File: src/hw/rtl/tti_pkg.sv
// ----------------------------------------------------------------------------
// tti_pkg
// Shared types, constants and character classes of the INI tokenizer.
// ----------------------------------------------------------------------------
package tti_pkg;

  localparam int MAX_TOKEN = 32;
  localparam int LEN_W     = $clog2(MAX_TOKEN + 1);
  localparam int ADDR_W    = $clog2(MAX_TOKEN);

  localparam int CMDQ_DEPTH = 4;
  localparam int CMDQ_AW    = $clog2(CMDQ_DEPTH);

  localparam logic [2:0] ST_IDLE     = 3'd0;
  localparam logic [2:0] ST_SECTION  = 3'd1;
  localparam logic [2:0] ST_KEY      = 3'd2;
  localparam logic [2:0] ST_KEY_SP   = 3'd3;
  localparam logic [2:0] ST_VALUE0   = 3'd4;
  localparam logic [2:0] ST_VALUE    = 3'd5;
  localparam logic [2:0] ST_VALUE_SP = 3'd6;
  localparam logic [2:0] ST_COMMENT  = 3'd7;

  localparam logic [1:0] EV_SECTION = 2'd0;
  localparam logic [1:0] EV_KEY     = 2'd1;
  localparam logic [1:0] EV_VALUE   = 2'd2;
  localparam logic [1:0] EV_ERROR   = 2'd3;

  localparam logic [1:0] EM_NONE  = 2'd0;
  localparam logic [1:0] EM_STORE = 2'd1;
  localparam logic [1:0] EM_EMPTY = 2'd2;

  localparam logic [7:0] CH_LBRACK = 8'h5B;
  localparam logic [7:0] CH_RBRACK = 8'h5D;
  localparam logic [7:0] CH_HASH   = 8'h23;
  localparam logic [7:0] CH_EQUAL  = 8'h3D;
  localparam logic [7:0] CH_LF     = 8'h0A;
  localparam logic [7:0] CH_CR     = 8'h0D;
  localparam logic [7:0] CH_SPACE  = 8'h20;

  typedef struct packed {
    logic       clear_pre;
    logic       add;
    logic [7:0] data;
    logic [1:0] emit;
    logic [1:0] kind;
    logic       clear_post;
  } cmd_t;

  function automatic logic is_blank(input logic [7:0] c);
    return (c == CH_SPACE) || (c inside {[8'h09:8'h0D]});
  endfunction

  function automatic logic is_alnum(input logic [7:0] c);
    return (c inside {[8'h30:8'h39], [8'h41:8'h5A], [8'h61:8'h7A]});
  endfunction

  function automatic logic is_break(input logic [7:0] c);
    return (c == CH_LF) || (c == CH_CR);
  endfunction

endpackage

File: src/hw/rtl/tti_front.sv
// ----------------------------------------------------------------------------
// tti_front
// Line recognizer: classifies each byte and issues one store command.
// ----------------------------------------------------------------------------
module tti_front (
  input  logic          clk,
  input  logic          rst,
  input  logic          push,
  output logic          full,
  input  logic          mode,
  input  logic [7:0]    text_byte,
  input  logic          q_full,
  output logic          cmd_valid,
  output tti_pkg::cmd_t cmd
);
  import tti_pkg::*;

  logic [2:0] parse_state;
  logic [2:0] parse_state_next;
  logic       blank;
  logic       brk;
  logic       alnum;

  assign full      = q_full;
  assign cmd_valid = push && !q_full;
  assign blank     = is_blank(text_byte);
  assign brk       = is_break(text_byte);
  assign alnum     = is_alnum(text_byte);

  always_comb begin
    cmd              = '0;
    cmd.data         = text_byte;
    parse_state_next = parse_state;
    if (mode) begin
      case (parse_state)
        ST_SECTION, ST_KEY, ST_KEY_SP: begin
          cmd.emit = EM_EMPTY;
          cmd.kind = EV_ERROR;
        end
        ST_VALUE0: begin
          cmd.emit = EM_EMPTY;
          cmd.kind = EV_VALUE;
        end
        ST_VALUE, ST_VALUE_SP: begin
          cmd.emit = EM_STORE;
          cmd.kind = EV_VALUE;
        end
        default: ;
      endcase
      cmd.clear_post   = 1'b1;
      parse_state_next = ST_IDLE;
    end else begin
      case (parse_state)
        ST_IDLE: begin
          if (text_byte == CH_LBRACK) begin
            cmd.clear_pre    = 1'b1;
            parse_state_next = ST_SECTION;
          end else if (alnum) begin
            cmd.clear_pre    = 1'b1;
            cmd.add          = 1'b1;
            parse_state_next = ST_KEY;
          end else if (text_byte == CH_HASH) begin
            parse_state_next = ST_COMMENT;
          end else if (!blank) begin
            cmd.add  = 1'b1;
            cmd.emit = EM_STORE;
            cmd.kind = EV_ERROR;
          end
        end
        ST_SECTION: begin
          if (text_byte == CH_RBRACK) begin
            cmd.emit         = EM_STORE;
            cmd.kind         = EV_SECTION;
            cmd.clear_post   = 1'b1;
            parse_state_next = ST_IDLE;
          end else begin
            cmd.add = 1'b1;
          end
        end
        ST_KEY: begin
          if (text_byte == CH_EQUAL) begin
            cmd.emit         = EM_STORE;
            cmd.kind         = EV_KEY;
            parse_state_next = ST_VALUE0;
          end else if (blank) begin
            cmd.emit         = EM_STORE;
            cmd.kind         = EV_KEY;
            parse_state_next = ST_KEY_SP;
          end else begin
            cmd.add = 1'b1;
          end
        end
        ST_KEY_SP: begin
          if (text_byte == CH_EQUAL) begin
            parse_state_next = ST_VALUE0;
          end else if (!blank) begin
            cmd.add  = 1'b1;
            cmd.emit = EM_STORE;
            cmd.kind = EV_ERROR;
          end
        end
        ST_VALUE0: begin
          if (brk) begin
            cmd.emit         = EM_EMPTY;
            cmd.kind         = EV_VALUE;
            cmd.clear_post   = 1'b1;
            parse_state_next = ST_IDLE;
          end else if (!blank) begin
            cmd.clear_pre    = 1'b1;
            cmd.add          = 1'b1;
            parse_state_next = ST_VALUE;
          end
        end
        ST_VALUE: begin
          if (brk) begin
            cmd.emit         = EM_STORE;
            cmd.kind         = EV_VALUE;
            cmd.clear_post   = 1'b1;
            parse_state_next = ST_IDLE;
          end else if (blank) begin
            parse_state_next = ST_VALUE_SP;
          end else begin
            cmd.add = 1'b1;
          end
        end
        ST_VALUE_SP: begin
          if (brk) begin
            cmd.emit         = EM_STORE;
            cmd.kind         = EV_VALUE;
            cmd.clear_post   = 1'b1;
            parse_state_next = ST_IDLE;
          end else if (!blank) begin
            cmd.add  = 1'b1;
            cmd.emit = EM_STORE;
            cmd.kind = EV_ERROR;
          end
        end
        default: begin
          if (brk) begin
            cmd.clear_post   = 1'b1;
            parse_state_next = ST_IDLE;
          end
        end
      endcase
    end
  end

  always_ff @(posedge clk) begin
    if (rst) begin
      parse_state <= ST_IDLE;
    end else if (cmd_valid) begin
      parse_state <= parse_state_next;
    end
  end

endmodule

File: src/hw/rtl/tti_cmdq.sv
// ----------------------------------------------------------------------------
// tti_cmdq
// Short command queue between the recognizer and the token engine.
// ----------------------------------------------------------------------------
module tti_cmdq (
  input  logic          clk,
  input  logic          rst,
  input  logic          wr,
  input  tti_pkg::cmd_t wr_cmd,
  output logic          q_full,
  input  logic          rd,
  output logic          q_empty,
  output tti_pkg::cmd_t rd_cmd
);
  import tti_pkg::*;

  cmd_t               entries [CMDQ_DEPTH];
  logic [CMDQ_AW-1:0] wr_ptr;
  logic [CMDQ_AW-1:0] rd_ptr;
  logic [CMDQ_AW:0]   count;
  logic               do_wr;
  logic               do_rd;

  assign q_full  = (count == (CMDQ_AW + 1)'(CMDQ_DEPTH));
  assign q_empty = (count == '0);
  assign rd_cmd  = entries[rd_ptr];
  assign do_wr   = wr && !q_full;
  assign do_rd   = rd && !q_empty;

  always_ff @(posedge clk) begin
    if (do_wr) begin
      entries[wr_ptr] <= wr_cmd;
    end
  end

  always_ff @(posedge clk) begin
    if (rst) begin
      wr_ptr <= '0;
      rd_ptr <= '0;
      count  <= '0;
    end else begin
      if (do_wr) begin
        wr_ptr <= wr_ptr + 1'b1;
      end
      if (do_rd) begin
        rd_ptr <= rd_ptr + 1'b1;
      end
      case ({do_wr, do_rd})
        2'b10:   count <= count + 1'b1;
        2'b01:   count <= count - 1'b1;
        default: count <= count;
      endcase
    end
  end

endmodule

File: src/hw/rtl/tti_back.sv
// ----------------------------------------------------------------------------
// tti_back
// Token engine: owns the token store, runs commands and emits token bytes.
// ----------------------------------------------------------------------------
module tti_back (
  input  logic          clk,
  input  logic          rst,
  input  logic          q_empty,
  input  tti_pkg::cmd_t cmd,
  output logic          cmd_rd,
  output logic          empty,
  input  logic          pop,
  output logic [1:0]    event_kind,
  output logic [7:0]    token_byte,
  output logic          byte_valid,
  output logic          last,
  output logic          truncated
);
  import tti_pkg::*;

  localparam logic [1:0] B_IDLE  = 2'd0;
  localparam logic [1:0] B_RD    = 2'd1;
  localparam logic [1:0] B_WR    = 2'd2;
  localparam logic [1:0] B_EMPTY = 2'd3;

  logic [7:0]       mem [MAX_TOKEN];
  logic [1:0]       bstate;
  logic [LEN_W-1:0] len;
  logic             ovf;
  logic [LEN_W-1:0] idx;
  logic [LEN_W-1:0] idx_inc;
  logic [1:0]       kind;
  logic             post_clr;
  logic             empty_trunc;
  logic [7:0]       rd_data;
  logic             out_valid;
  logic             out_free;
  logic             at_last;
  logic             res_load;
  logic             clr_now;

  logic [LEN_W-1:0] len_a;
  logic             ovf_a;
  logic [LEN_W-1:0] len_b;
  logic             ovf_b;
  logic             wr_en;
  logic             rd_en;
  logic [ADDR_W-1:0] rd_addr;

  assign cmd_rd   = (bstate == B_IDLE) && !q_empty;
  assign out_free = !out_valid || pop;
  assign empty    = !out_valid;
  assign idx_inc  = idx + LEN_W'(1);
  assign at_last  = (idx_inc == len);
  assign res_load = out_free && ((bstate == B_WR) || (bstate == B_EMPTY));
  assign clr_now  = (cmd.emit == EM_NONE) && cmd.clear_post;

  always_comb begin
    len_a = cmd.clear_pre ? '0 : len;
    ovf_a = cmd.clear_pre ? 1'b0 : ovf;
    len_b = len_a;
    ovf_b = ovf_a;
    wr_en = 1'b0;
    if (cmd.add) begin
      if (len_a < LEN_W'(MAX_TOKEN)) begin
        wr_en = cmd_rd;
        len_b = len_a + LEN_W'(1);
      end else begin
        ovf_b = 1'b1;
      end
    end
  end

  assign rd_en   = (bstate == B_RD) || ((bstate == B_WR) && out_free && !at_last);
  assign rd_addr = (bstate == B_RD) ? idx[ADDR_W-1:0] : idx_inc[ADDR_W-1:0];

  always_ff @(posedge clk) begin
    if (wr_en) begin
      mem[len_a[ADDR_W-1:0]] <= cmd.data;
    end
    if (rd_en) begin
      rd_data <= mem[rd_addr];
    end
  end

  always_ff @(posedge clk) begin
    if (rst) begin
      bstate    <= B_IDLE;
      len       <= '0;
      ovf       <= 1'b0;
      out_valid <= 1'b0;
      idx       <= '0;
      post_clr  <= 1'b0;
    end else begin
      if (res_load) begin
        out_valid <= 1'b1;
      end else if (pop) begin
        out_valid <= 1'b0;
      end
      case (bstate)
        B_IDLE: begin
          if (cmd_rd) begin
            kind     <= cmd.kind;
            post_clr <= cmd.clear_post;
            idx      <= '0;
            len      <= clr_now ? '0 : len_b;
            ovf      <= clr_now ? 1'b0 : ovf_b;
            case (cmd.emit)
              EM_STORE: begin
                if (len_b != '0) begin
                  bstate <= B_RD;
                end else begin
                  empty_trunc <= ovf_b;
                  bstate      <= B_EMPTY;
                end
              end
              EM_EMPTY: begin
                empty_trunc <= 1'b0;
                bstate      <= B_EMPTY;
              end
              default: ;
            endcase
          end
        end
        B_RD: begin
          bstate <= B_WR;
        end
        B_WR: begin
          if (out_free) begin
            event_kind <= kind;
            token_byte <= rd_data;
            byte_valid <= 1'b1;
            last       <= at_last;
            truncated  <= ovf;
            if (at_last) begin
              bstate <= B_IDLE;
              if (post_clr) begin
                len <= '0;
                ovf <= 1'b0;
              end
            end else begin
              idx <= idx_inc;
            end
          end
        end
        default: begin
          if (out_free) begin
            event_kind <= kind;
            token_byte <= '0;
            byte_valid <= 1'b0;
            last       <= 1'b1;
            truncated  <= empty_trunc;
            bstate     <= B_IDLE;
            if (post_clr) begin
              len <= '0;
              ovf <= 1'b0;
            end
          end
        end
      endcase
    end
  end

endmodule

File: src/hw/rtl/ini_text_tokenizer_unit.sv
// ----------------------------------------------------------------------------
// ini_text_tokenizer_unit
// Byte-serial INI tokenizer with queue-style input and result ports.
// ----------------------------------------------------------------------------
// Each accepted request is one text byte or an end-of-input mark. The front
// recognizer takes one request per cycle unless the queue is full and turns it
// into a store command; a four-entry command queue decouples it from the token
// engine. The engine takes a command whenever it is idle and, for a completed
// token, reads the token store in its read state and then streams the store out
// at one byte per cycle while the result is taken. It takes no new command while
// it streams a token, so throughput is set by the engine and its one result
// register.
module ini_text_tokenizer_unit (
  input  logic       clk,
  input  logic       rst,
  input  logic       push,
  output logic       full,
  input  logic       mode,
  input  logic [7:0] text_byte,
  output logic       empty,
  input  logic       pop,
  output logic [1:0] event_kind,
  output logic [7:0] token_byte,
  output logic       byte_valid,
  output logic       last,
  output logic       truncated
);
  import tti_pkg::*;

  cmd_t front_cmd;
  cmd_t back_cmd;
  logic front_valid;
  logic q_full;
  logic q_empty;
  logic back_rd;

  tti_front u_front (
    .clk       (clk),
    .rst       (rst),
    .push      (push),
    .full      (full),
    .mode      (mode),
    .text_byte (text_byte),
    .q_full    (q_full),
    .cmd_valid (front_valid),
    .cmd       (front_cmd)
  );

  tti_cmdq u_cmdq (
    .clk     (clk),
    .rst     (rst),
    .wr      (front_valid),
    .wr_cmd  (front_cmd),
    .q_full  (q_full),
    .rd      (back_rd),
    .q_empty (q_empty),
    .rd_cmd  (back_cmd)
  );

  tti_back u_back (
    .clk        (clk),
    .rst        (rst),
    .q_empty    (q_empty),
    .cmd        (back_cmd),
    .cmd_rd     (back_rd),
    .empty      (empty),
    .pop        (pop),
    .event_kind (event_kind),
    .token_byte (token_byte),
    .byte_valid (byte_valid),
    .last       (last),
    .truncated  (truncated)
  );

endmodule

File: config.mk
export PLATFORM = sky130hd
export DESIGN_NAME = ini_text_tokenizer_unit
export DESIGN_NICKNAME = d
export VERILOG_FILES = /design/src/hw/rtl/tti_pkg.sv /design/src/hw/rtl/tti_front.sv /design/src/hw/rtl/tti_cmdq.sv /design/src/hw/rtl/tti_back.sv /design/src/hw/rtl/ini_text_tokenizer_unit.sv
export SDC_FILE = /design/constraint.sdc
export NUM_CORES = 1
export LEC_CHECK = 0
export BUFFER_PORTS_ARGS = -buffer_cell sky130_fd_sc_hd__buf_4
export CORE_MARGIN = 3
export CORE_UTILIZATION = 50
export DETAILED_ROUTE_END_ITERATION = 8
export GPL_TIMING_DRIVEN = 0
export PLACE_DENSITY = 0.66
export SETUP_SLACK_MARGIN = 0.15
export SKIP_LAST_GASP = 1
export SLEW_MARGIN = 25
export SYNTH_ARGS = -nofsm -noshare
export SYNTH_HDL_FRONTEND = slang
export SYNTH_SLANG_ARGS = --single-unit
File: constraint.sdc
create_clock -name clk -period 6 [get_ports clk]
set_input_delay 0.6 -clock clk [delete_from_list [all_inputs] [get_ports clk]]
set_output_delay 0.6 -clock clk [all_outputs]
set_load 0.02 [all_outputs]
# Word-level counts from Yosys, hierarchy flattened

Memory sizes are Yosys's and may differ from the RTL's. A register that Yosys moved wholly into a read port is not among the register bits.
Index checks and enable logic that the tools add are counted.

Flip-flop bits (word level): 43
Bits in writable memories: 316
Input bits: 13
Output and inout bits: 15
Word-level logic and storage cells: 218
Memories kept: 2

$add $sub $neg: 6
$lt $le $gt $ge: 9
Equality and inequality tests: 34
Mux-type cells: 100
Bitwise operators: 3
Reduce and logical (&&, ||, !) cells: 47

Memory list:

| memory         | words | width | rd ports | clocked after memory_dff | write ports | line           | text |
|---|---|---|---|---|---|---|---|
| u_back.mem     | 32    | 8     | 1        | 1                        | 1           | tti_back.sv:26 | `logic [7:0] mem [MAX_TOKEN];` |
| u_cmdq.entries | 4     | 15    | 1        | 1                        | 1           | tti_cmdq.sv:17 | `cmd_t entries [CMDQ_DEPTH];` |

Operator list:

| operator              | number |
|---|---|
| $mux W6               | 12 |
| $mux W3               | 16 |
| $mux W1               | 33 |
| $mux W4               | 7 |
| $pmux W4 S7           | 1 |
| $eq A8 B6 Y1 const B  | 3 |
| $mux W2               | 10 |
| $pmux W3 S6           | 1 |
| $pmux W6 S3           | 1 |
| $eq A8 B4 Y1 const B  | 2 |
| $eq A8 B7 Y1 const B  | 2 |
| $ge A8 B7 Y1 const B  | 2 |
| $le A8 B7 Y1 const B  | 2 |
| $mux W8               | 2 |
| $pmux W8 S2           | 1 |
| $mux W5               | 3 |
| $reduce_and A5 Y1     | 3 |
| $add A6 B1 Y6 const B | 2 |
| $eq A3 B3 Y1 const B  | 4 |
| $logic_and A1 B1 Y1   | 12 |
| $pmux W4 S3           | 1 |
| $pmux W6 S2           | 1 |
| $pmux W1 S2           | 5 |
| $reduce_bool A2 Y1    | 5 |
| other kinds (40)      | 68 |

# Depth between registers and ports, before layout

Word-level depth: 9
Gate-level depth with buffers: 11
Mapped depth without buffers: 10

# Modules after synthesis

Synthesis repeated with hierarchy kept, for this count alone.

Cells, all modules: 1143
Area total of the unflattened synthesis: 16433.3 um2

Modules (own cells, without submodules):

| module    | times used | cells an instance | area an instance (um2) | seq. area each (um2) |
|---|---|---|---|---|
| tti_back  | 1          | 873               | 12789.8                | 8748.4 |
| tti_cmdq  | 1          | 132               | 2677.6                 | 1981.9 |
| tti_front | 1          | 138               | 965.9                  | 60.1 |

# Least setup slack after synthesis

OpenSTA, ideal clock, no wires.

Path type: input -> register
Start point: input text_byte[5]
End point: memory u_cmdq.entries[0][2] (netlist bit), data pin
Library setup time: 0.266 ns
Arrival time: 2.490 ns
Required time: 5.734 ns
Slack: 3.244 ns
Stages on the path: 6
Buffers on the path: 0
Path through: or4b_2 a2111oi_2 nor2_1 o32a_1 o221ai_1 nor2_1

RTL lines:

| element         | line                          | text |
|---|---|---|
| start, declared | ini_text_tokenizer_unit.sv:19 | `input logic [7:0] text_byte,` |
| end, declared   | tti_cmdq.sv:17                |  |

# Final worst setup path

Start point: register u_back.idx[0]
End point: register u_back.rd_data[7] (read register of u_back.mem), data pin

Cells in the longest elaborated chain, start to end: 5
Elaborated cells between the ends (all ways): 6
Classes of those cells: add/sub (1); eq/ne (1); mux (1); reduce/logical (3)

RTL lines:

| element                | line            | text |
|---|---|---|
| start, declared        | tti_back.sv:30  | `logic [LEN_W-1:0] idx;` |
| start signal, assigned | tti_back.sv:142 | `idx <= idx_inc;` |
| $add A6 B1 Y6          | tti_back.sv:53  | `assign idx_inc = idx + LEN_W'(1);` |
| $eq A6 B6 Y1           | tti_back.sv:54  | `assign at_last = (idx_inc == len);` |
| $logic_not A1 Y1       | tti_back.sv:74  | `assign rd_en = (bstate == B_RD) \|\| ((bstate == B_WR) && out_free && !at_last);` |
| $logic_and A1 B1 Y1    | tti_back.sv:74  |  |
| $logic_or A1 B1 Y1     | tti_back.sv:74  |  |
| end, declared          | tti_back.sv:35  | `logic [7:0] rd_data;` |

Parallel ways exist; a longest one is shown, timed or not.
A chain may end at the register's enable or synchronous reset.

==> summary.md <==
| Metric | Value |
|---|---|
| Outcome | `finished clean` |
| Peak VDD IR | `0.000257 V` |
| Share of async-settable or async-resettable flops after synthesis | `0` |
| Global routing usage on met2 | `0.323` |
| Dpl ws | `2.60 ns` |
| Final sum of negative setup slack | `0 ns` |
| Synth Instances | `985` |
| Fraction of met3 tracks used by global routing | `0.0356` |
| Power per cell area | `440 nW/um2` |
| Post-DR vias/cell | `5.84` |
| First-pass detailed-route iteration total | `5` |
| Worst min-delay path category | `in2reg` |
| Count of endpoints failing setup in the final report | `0` |
| Largest family of logic cells by synthesized area | `multiplexers` |
| Number of nets produced by synthesis | `about 1000` |
| Sum of internal, switching and leakage power | `0.00777 W` |
| CTS tree | `done` |
| Post-Synthesis Cell Area | `15800 um2` |
| Total CTS buffers | `39` |
| Final estimated routing congestion in global placement | `0.865` |
| First-pass GRT wire length | `50.8 mm` |
| Total congestion overflow | `0` |
| Synthesized-area fraction occupied by ao, oa, aoi and oai cells | `0.0529` |
| Final antenna-violating net count | `0` |
| Io pins | `28` |
| Number of global-route vias before repair | `between 8000 and 9000` |
| Clock-pin slew on the worst setup and hold paths | `approximately 0.060 ns` |
| Parity-gate share of the synthesized area counting xor and xnor cells | `0.0110` |
| Number of input and output port buffers inserted | `26` |
| Routing layer with the top usage in global route | `met2` |
| Fill cell total of the finished layout | `2347` |
| Post-cts resize count | `0` |
| Level count of the clock H-tree | `2` |
| Area Growth Syn to Fin | `12.0%` |
| Final Worst Setup Slack | `between 2 and 3 ns` |
| Tcrit/Tclk final | `0.575` |
| Final Max Slew Viols | `0` |
| Worst slew pin tran | `1.04 ns` |
| Core footprint | `about 30000 um2` |
| Floorplan row count | `64` |
| Number of enable-type register cells in the synthesized netlist | `340` |
| Net total in the final layout | `approximately 1100` |
| Most instantiated flip-flop cell in the synthesis netlist | `edfxtp_1` |
| Floorplan die area | `33700 um2` |
| Total Wirelength | `33.1 mm` |
| Starting density of the core | `0.511` |
| Final Hold Slack | `0.295 ns` |
| Number of library cell types mapped by synthesis | `73` |
| Final hold violation count | `0` |
| Highest-count cells in the layout ignoring fill and taps | `340 x edfxtp_1, 130 x mux2i_1, 83 x nor2_1, 47 x mux4_2, 45 x nand2_1` |
| Skew final | `0.0202 ns` |
| Max cap viols | `0` |
| Leakage power total | `6.50 nW` |
| Number of DRC markers after the initial detailed-route iteration | `around 800` |
| Maximum clock insertion buffer count | `3` |
| Relative max-transition margin | `0.302` |
| Post-detailed-placement half-perimeter wirelength | `roughly 22 mm` |
| Number of warnings issued by yosys | `0` |
| Post-synthesis sequential element count | `369` |
| Adder-cell share of the synthesized area | `0.0116` |
| Synthesized area per cell | `16.0 um2` |
| Crit path capture type | `flop` |
| Leading cell type in the layout, fill and taps excluded | `edfxtp_1` |
| Critical path startpoint category | `flop` |
| Required time at the worst-slack endpoint | `between 6 and 7 ns` |
| Fmax | `slightly below 300 MHz` |
| Largest net degree at the start of global routing | `33` |
| RSZ-0062 raised after global routing | `no` |
| Shortest clock period the worst path allows after layout | `between 3 and 4 ns` |
| Routed wire length per instance | `22.5 um` |
| Share of synthesized area occupied by flip-flops and latches | `0.684` |
| Multiplexer share of the synthesized area | `0.151` |
| Worst path arrival time | `roughly 3.7 ns` |
| CTS sink cnt | `around 370` |
| Count of buffers added by post-CTS timing repair for setup | `0` |
| Post-synthesis simple-gate area fraction | `0.0657` |
| N_diodes | `0` |
| Initial antenna violation count | `0` |
| Combined global-route utilization of all metal layers | `0.200` |
| Hold_buf cts | `0` |
| Clock network latency to the later pin of the worst-skew pair | `0.52 ns` |
| Critical path class | `reg2reg` |
| Number of DRC violations after detailed routing | `0` |
| Fraction of final layout cells with drive strength greater than 1 | `0.155` |
| Die X | `184 um` |
| Met1 routing resource usage after global routing | `0.279` |
| Vias after detailed routing | `between 8000 and 9000` |
| Crit path max fanout | `10` |
| Vertical die dimension | `184 um` |
| Clock root buffer master | `clkbuf_16` |
| Final core utilization | `0.573` |
sequential cells by signal, indices dropped and copies added (netlist names), named ones only:
register	flops
u_back.truncated	1
u_back.event_kind	2
u_cmdq.count	3
u_back.rd_data	8
u_back.idx	6
u_back.ovf	1
u_back.out_valid	1
u_front.parse_state	3
u_back.last	1
u_cmdq.wr_ptr	2
u_back.mem	256
u_back.empty_trunc	1
u_cmdq.rd_ptr	2
u_cmdq.entries	60
u_back.token_byte	8
u_back.post_clr	1
u_back.kind	2
u_back.byte_valid	1
u_back.len	6
u_back.bstate	2
cell families after synthesis:
family                   after synthesis
AO/OA/AOI/OAI                        112
XOR/XNOR                              19
adder cells (fa/ha/maj)               14
buffers and inverters                 75
flip-flops                           369
multiplexers                         179
AND/OR/NAND/NOR                      217
power by group:
part / switching, W / internal, W / leakage [nW]
combinational: 0.00133 / 0.000861 / 2.59
clock: 0.000942 / 0.00133 / 0.593
sequential: 0.0000596 / 0.00325 / 3.31
cells in the mapped netlist (11+ instances only):
cell type | count | area (um2)
xnor2_1 | 11 | 96.3
mux2i_1 | 130 | 1300
mux4_2 | 47 | 1060
inv_1 | 22 | 82.6
nor3_1 | 11 | 55.1
nand3_1 | 11 | 55.1
a21oi_1 | 18 | 90.1
edfxtp_1 | 340 | 10200
clkbuf_1 | 27 | 101
nor2_1 | 84 | 315
and2_1 | 15 | 93.8
o21ai_0 | 13 | 65.1
ha_1 | 13 | 163
dfxtp_1 | 29 | 581
nand2_1 | 45 | 169
path summary, 6_finish.rpt:
check / start / end / slack, ns / depth (start not counted)
worst min register to register: u_back.kind[1] / u_back.event_kind[1] / 0.48 / 0
worst max-delay path: u_back.idx[0] / u_back.rd_data[7] / 2.55 / 8
worst max register to register: u_back.idx[0] / u_back.rd_data[7] / 2.55 / 8
worst min-delay path: text_byte[1] / u_cmdq.entries[2][6] / 0.29 / 1
layer usage:
layer,up-vias,wire [um],part of all wire
met2,250,15800,0.48
met5,-,0,0
met3,69,1790,0.054
li1,3974,-,-
met1,4316,14600,0.44
met4,0,926,0.028
through the flow:
| step | area, um2 | std cells |
|---|---|---|
| after detailed placement | 16500 | 1407 |
| after global routing | 17700 | 1474 |
| after CTS | 17700 | 1474 |
| after floorplan | 15800 | 985 |
| after global placement | 16500 | 1407 |
| final | 17700 | 1474 |
area by class of cell:
class,instances,area [um2],area share
buffer,52,283,0.0160
clock buffer,46,1010,0.0573
clock inverter,21,185,0.0105
inverter,23,86.3,0.00489
multi-input combinational,541,4610,0.261
sequential,369,10800,0.611
tap,396,495,0.0281
timing repair buffer,26,195,0.0111
worst max-delay path, cell delays in order (launching register included):
cell	delay, ns
dfxtp_1	0.50
ha_1	0.32
inv_1	0.08
nor2_1	0.05
a21oi_1	0.63
buf_2	0.50
mux4_2	0.62
a22o_1	0.22
a221oi_1	0.31
Note: power is estimated with default switching activity, not from simulation.
